### src/teq_pkg.sv
`timescale 1ns / 1ps
// ----------------------------------------------------------------------------
// teq_pkg
// Shared types, register indexes and width helpers for the three-band EQ.
// ----------------------------------------------------------------------------
package teq_pkg;

  localparam int SAMPLE_BITS_DEF    = 24;
  localparam int COEF_FRAC_BITS_DEF = 16;
  localparam int STATE_FRAC         = 8;
  localparam int GAIN_FRAC          = 12;
  localparam int CFG_BITS           = 16;
  localparam int CFG_IDX_BITS       = 3;

  localparam logic [CFG_IDX_BITS-1:0] REG_LOW_POLE    = 3'd0;
  localparam logic [CFG_IDX_BITS-1:0] REG_HIGH_POLE   = 3'd1;
  localparam logic [CFG_IDX_BITS-1:0] REG_LOW_GAIN    = 3'd2;
  localparam logic [CFG_IDX_BITS-1:0] REG_MID_GAIN    = 3'd3;
  localparam logic [CFG_IDX_BITS-1:0] REG_HIGH_GAIN   = 3'd4;
  localparam logic [CFG_IDX_BITS-1:0] REG_MASTER_GAIN = 3'd5;

  localparam logic [CFG_BITS-1:0] LOW_POLE_RST  = 16'd63843;
  localparam logic [CFG_BITS-1:0] HIGH_POLE_RST = 16'd50443;
  localparam logic [CFG_BITS-1:0] GAIN_RST      = 16'd4096;

  typedef struct packed {
    logic [CFG_BITS-1:0] low_pole;
    logic [CFG_BITS-1:0] high_pole;
    logic [CFG_BITS-1:0] low_gain;
    logic [CFG_BITS-1:0] mid_gain;
    logic [CFG_BITS-1:0] high_gain;
    logic [CFG_BITS-1:0] master_gain;
  } teq_cfg_t;

  // width of a lane result before saturation
  function automatic int teq_y_bits(int sample_bits);
    int band_w;
    int prod_w;
    int sum_w;
    band_w = sample_bits + STATE_FRAC + 1;
    prod_w = band_w + CFG_BITS + 1 - GAIN_FRAC;
    sum_w  = prod_w + 2;
    return sum_w + CFG_BITS + 1 - GAIN_FRAC - STATE_FRAC;
  endfunction

endpackage

### src/teq_merge.sv
`timescale 1ns / 1ps
// ----------------------------------------------------------------------------
// teq_merge
// Saturates both lane results and holds them in the output register.
// ----------------------------------------------------------------------------
module teq_merge import teq_pkg::*; #(
  parameter int SAMPLE_BITS = SAMPLE_BITS_DEF
) (
  input  logic                                      clk,
  input  logic                                      rst,
  input  logic                                      lane_valid,
  input  logic signed [teq_y_bits(SAMPLE_BITS)-1:0] yl,
  input  logic signed [teq_y_bits(SAMPLE_BITS)-1:0] yr,
  input  logic                                      result_ready,
  output logic                                      result_valid,
  output logic signed [SAMPLE_BITS-1:0]             left_out,
  output logic signed [SAMPLE_BITS-1:0]             right_out,
  output logic                                      adv
);

  localparam int YW = teq_y_bits(SAMPLE_BITS);
  localparam logic signed [YW-1:0] MAXV =
    $signed({{(YW-SAMPLE_BITS+1){1'b0}}, {(SAMPLE_BITS-1){1'b1}}});
  localparam logic signed [YW-1:0] MINV = ~MAXV;
  localparam logic [SAMPLE_BITS-1:0] OUT_MAX = {1'b0, {(SAMPLE_BITS-1){1'b1}}};
  localparam logic [SAMPLE_BITS-1:0] OUT_MIN = ~OUT_MAX;

  logic signed [SAMPLE_BITS-1:0] left_next;
  logic signed [SAMPLE_BITS-1:0] right_next;

  function automatic logic [SAMPLE_BITS-1:0] sat(logic signed [YW-1:0] v);
    logic [SAMPLE_BITS-1:0] r;
    if (v > MAXV) begin
      r = OUT_MAX;
    end else if (v < MINV) begin
      r = OUT_MIN;
    end else begin
      r = v[SAMPLE_BITS-1:0];
    end
    return r;
  endfunction

  assign adv        = !result_valid || result_ready;
  assign left_next  = $signed(sat(yl));
  assign right_next = $signed(sat(yr));

  always_ff @(posedge clk) begin
    if (rst) begin
      result_valid <= 1'b0;
    end else if (adv) begin
      result_valid <= lane_valid;
    end
    if (adv) begin
      left_out  <= left_next;
      right_out <= right_next;
    end
  end

endmodule

### config.mk
export PLATFORM = sky130hd
export DESIGN_NAME = teq_merge
export DESIGN_NICKNAME = d
export VERILOG_FILES = /design/src/teq_pkg.sv /design/src/teq_merge.sv
export SDC_FILE = /design/constraint.sdc
export NUM_CORES = 1
export LEC_CHECK = 0
export BUFFER_PORTS_ARGS = -buffer_cell sky130_fd_sc_hd__buf_2
export CORE_ASPECT_RATIO = 0.9
export CORE_MARGIN = 2
export CORE_UTILIZATION = 45
export CTS_CLUSTER_SIZE = 25
export DETAILED_ROUTE_END_ITERATION = 8
export PLACE_DENSITY = 0.85
export SLEW_MARGIN = 10
export SYNTH_ARGS = -nofsm -noshare
export SYNTH_HDL_FRONTEND = slang
export SYNTH_SLANG_ARGS = --single-unit
### constraint.sdc
create_clock -name clk -period 5.4 [get_ports clk]
set_clock_uncertainty 0.1 [all_clocks]
set_input_delay 0.27 -clock clk [delete_from_list [all_inputs] [get_ports clk]]
set_output_delay 0.27 -clock clk [all_outputs]
set_load 0.03 [all_outputs]
==> run_results.csv <==
group,metric,value,unit
synth,synth_area_leaders,"edfxtp_1 69%, a21o_1 14%, o41ai_4 2.7%, a21o_2 2.5%, buf_6 2.2%",
final_layout,fill_cells,365,
synth,yosys_warnings,0,
final_layout,fin_nets,331,
detailed_routing,drc_errors,0,
sta,min_period,1.86,ns
clock_network,cts_max_level,2,
min_path,min_delay_path_depth,2,
sta,relSlewSlack,0.242,
worst_setup_path,crit_path_start_kind,"flip-flop",
floorplanning,io_pins,128,
synth,synth.cell_area,0.00207,mm²
sta,rsz0062_at_grt,"no",
global_routing,track_usage,0.165,
power_and_ir_drop,p_per_area,286,mW/mm²
floorplanning,row_count,23,
synth,syn_area_per_cell,16.2,µm²
synth,seq_area_frac_synth,0.704,
clock_network,clk_latency,0.29,ns
worst_setup_path,r2r_cells,2,
synth,synthArstFlopShare,0,
sta,tightest_slew,1.13,ns
min_path,worstHoldStart,"rst",
floorplanning,die_x,75.6,µm
detailed_routing,dr_total_vias,1557,
detailed_routing,drtIter0Drc,99,
worst_setup_path,cp_max_fo,50,
clock_network,cts_resized,0,
detailed_routing,ant_nets,0,
worst_setup_path,worstPathArrival,1.49,ns
floorplanning,core_area,0.00443,mm²
sta,maxSlewViolCount,0,
final_layout,syn2layout_area_growth,35.8,%
placement,numPortBuffers,127,
worst_setup_path,reg2reg_from,"result_valid",
sta,max_freq,0.538,GHz
sta,final-hold-violation-count,0,
synth,yosysMostFrequentCell,"edfxtp_1",
synth,post_synth_num_cell_types,18,
job,max_cap_viol_count,0,
worst_setup_path,cpPeakStageDelay,0.50,ns
sta,finalSetupTns,0,ns
worst_setup_path,cp.required,5.03,ns
min_path,holdPathEnd,"result_valid",
worst_setup_path,rrSetupSlack,4.03,ns
final_layout,n_antenna_cell,0,
final_layout,stdcell_count,315,
floorplanning,initial_core_util,0.468,
floorplanning,fp.dieH,68.4,µm
clock_network,numClockSinks,49,
clock_network,cts_tree,"done",
worst_setup_path,critPathTopFamily,"buffers and inverters",
worst_setup_path,path_class,"flip-flop to output port",
synth,synth_top_area_share,0.695,
synth,synthFlopType,"edfxtp_1",
clock_network,clockBufferDepth,2,
clock_network,cts_setup_buffers,0,
global_routing,antenna_found_initial,0,
synth,synthTopCellsByCount,"48 x edfxtp_1, 40 x a21o_1, 6 x a21o_2, 6 x nor4_1",
floorplanning,die_area,0.00517,mm²
global_routing,grt_pass1_wl,6.33,mm
placement,dp_cells,308,
detailed_routing,dr.pass1.iters,4,
worst_setup_path,critPathBufInv,2,
worst_setup_path,crit_chain,"nand2b_2, buf_4, buf_2",
clock_network,cts_root_buf,"clkbuf_8",
synth,synth-edff-count,48,
detailed_routing,wirelength,4.41,mm
synth,synth_top_area_cell,"edfxtp_1",
worst_setup_path,end_kind,"output port",
global_routing,grt_pass1_vias,1464,
detailed_routing,via_per_inst,4.94,
final_layout,seqCellArea,0.00146,mm²
worst_setup_path,critPathSlowestCell,"buf_4",
final_layout,drive_gt1_frac,0.577,
worst_setup_path,startpoint,"result_valid",
worst_setup_path,rr_endpoint,"right_out[10]",
clock_network,cts_made_buffers,5,
synth,syn-num-nets,206,
global_routing,grt_max_degree,51,
synth,ys_ff_latch,49,
placement,gp_congestion,0.704,
sta,finalSetupViolCount,0,
clock_network,postCtsHoldBufs,0,
final_layout,multiInputGateArea,554,µm²
detailed_routing,wl_per_cell,14.0,µm
clock_network,clk_pin_slew,0.08,ns
sta,finalCritPeriodShare,0.344,
min_path,min_path_type,"primary input to flip-flop",
power_and_ir_drop,ir_drop,159,µV
power_and_ir_drop,p_leak,0.00135,µW
status,outcome,"finished, final reports clean",
global_routing,grt-ovfl-total,0,
placement,dp.final_hpwl,3.29,mm
synth,netlist_instances,128,
## cell usage in the layout, fill, tap and decap left out, drive strengths merged
cell type and count:
buf 128, edfxtp 48, a21o 46, nor4 6, clkbuf 6, nand4 4
nand3 2, nand2 2, o41ai 2, nor2 2, a41oi 2, nand2b 1
inv 1, a21oi 1, clkinv 1, dfxtp 1
## metal layers
metal,GRT usage,part of all wire
met5,0,0
met3,0.0545,0.099
met2,0.311,0.52
met1,0.172,0.37
met4,0.0526,0.0089
## logic make-up (layout without fill, tap and decap cells)
group,Yosys count,after routing,synth area share
compound gates,51,51,0.207
simple gates,17,17,0.0513
flops,49,49,0.704
buf+inv,11,136,0.0368
## worst max path at each step
stage	to	slack (ns)	depth (start not counted)
after floorplan	left_out[0]	3.10	1
after global placement	right_out[0]	3.38	4
after detailed placement	right_out[2]	3.25	4
after CTS	adv	3.52	3
after global routing	adv	3.44	3
final	adv	3.54	3
## area by class of cell
type / instances / share of cell area
Clock inverter: 1 / 0.00133
Sequential cell: 49 / 0.519
Tap cell: 62 / 0.0275
Inverter: 1 / 0.00133
Clock buffer: 6 / 0.0258
Multi-Input combinational cell: 68 / 0.197
Timing Repair Buffer: 128 / 0.228
## power breakdown
| part | switching (µW) | total, µW | internal [µW] |
|---|---|---|---|
| clock | 105 | 192 | 87.4 |
| sequential | 5.84 | 455 | 449 |
| combinational | 103 | 159 | 56.3 |
## sequential cells by signal (all words and copies together) (netlist names)
name,count
right_out,24
left_out,24
result_valid,1
## per-stage QoR
step	util	worst slack (ns)	hold slack [ns]	power (µW)	area (µm²)
finish	0.636	3.54	0.0209	807	2820
global route	0.636	3.44	0.0205	841	2820
CTS	0.636	3.52	0.0130	815	2820
detailed placement	0.618	3.25	0.327	625	2740
global placement	0.618	3.38	0.324	622	2740
floorplan	-	3.10	0.239	564	2070
Note: power is estimated with default switching activity, not from simulation.
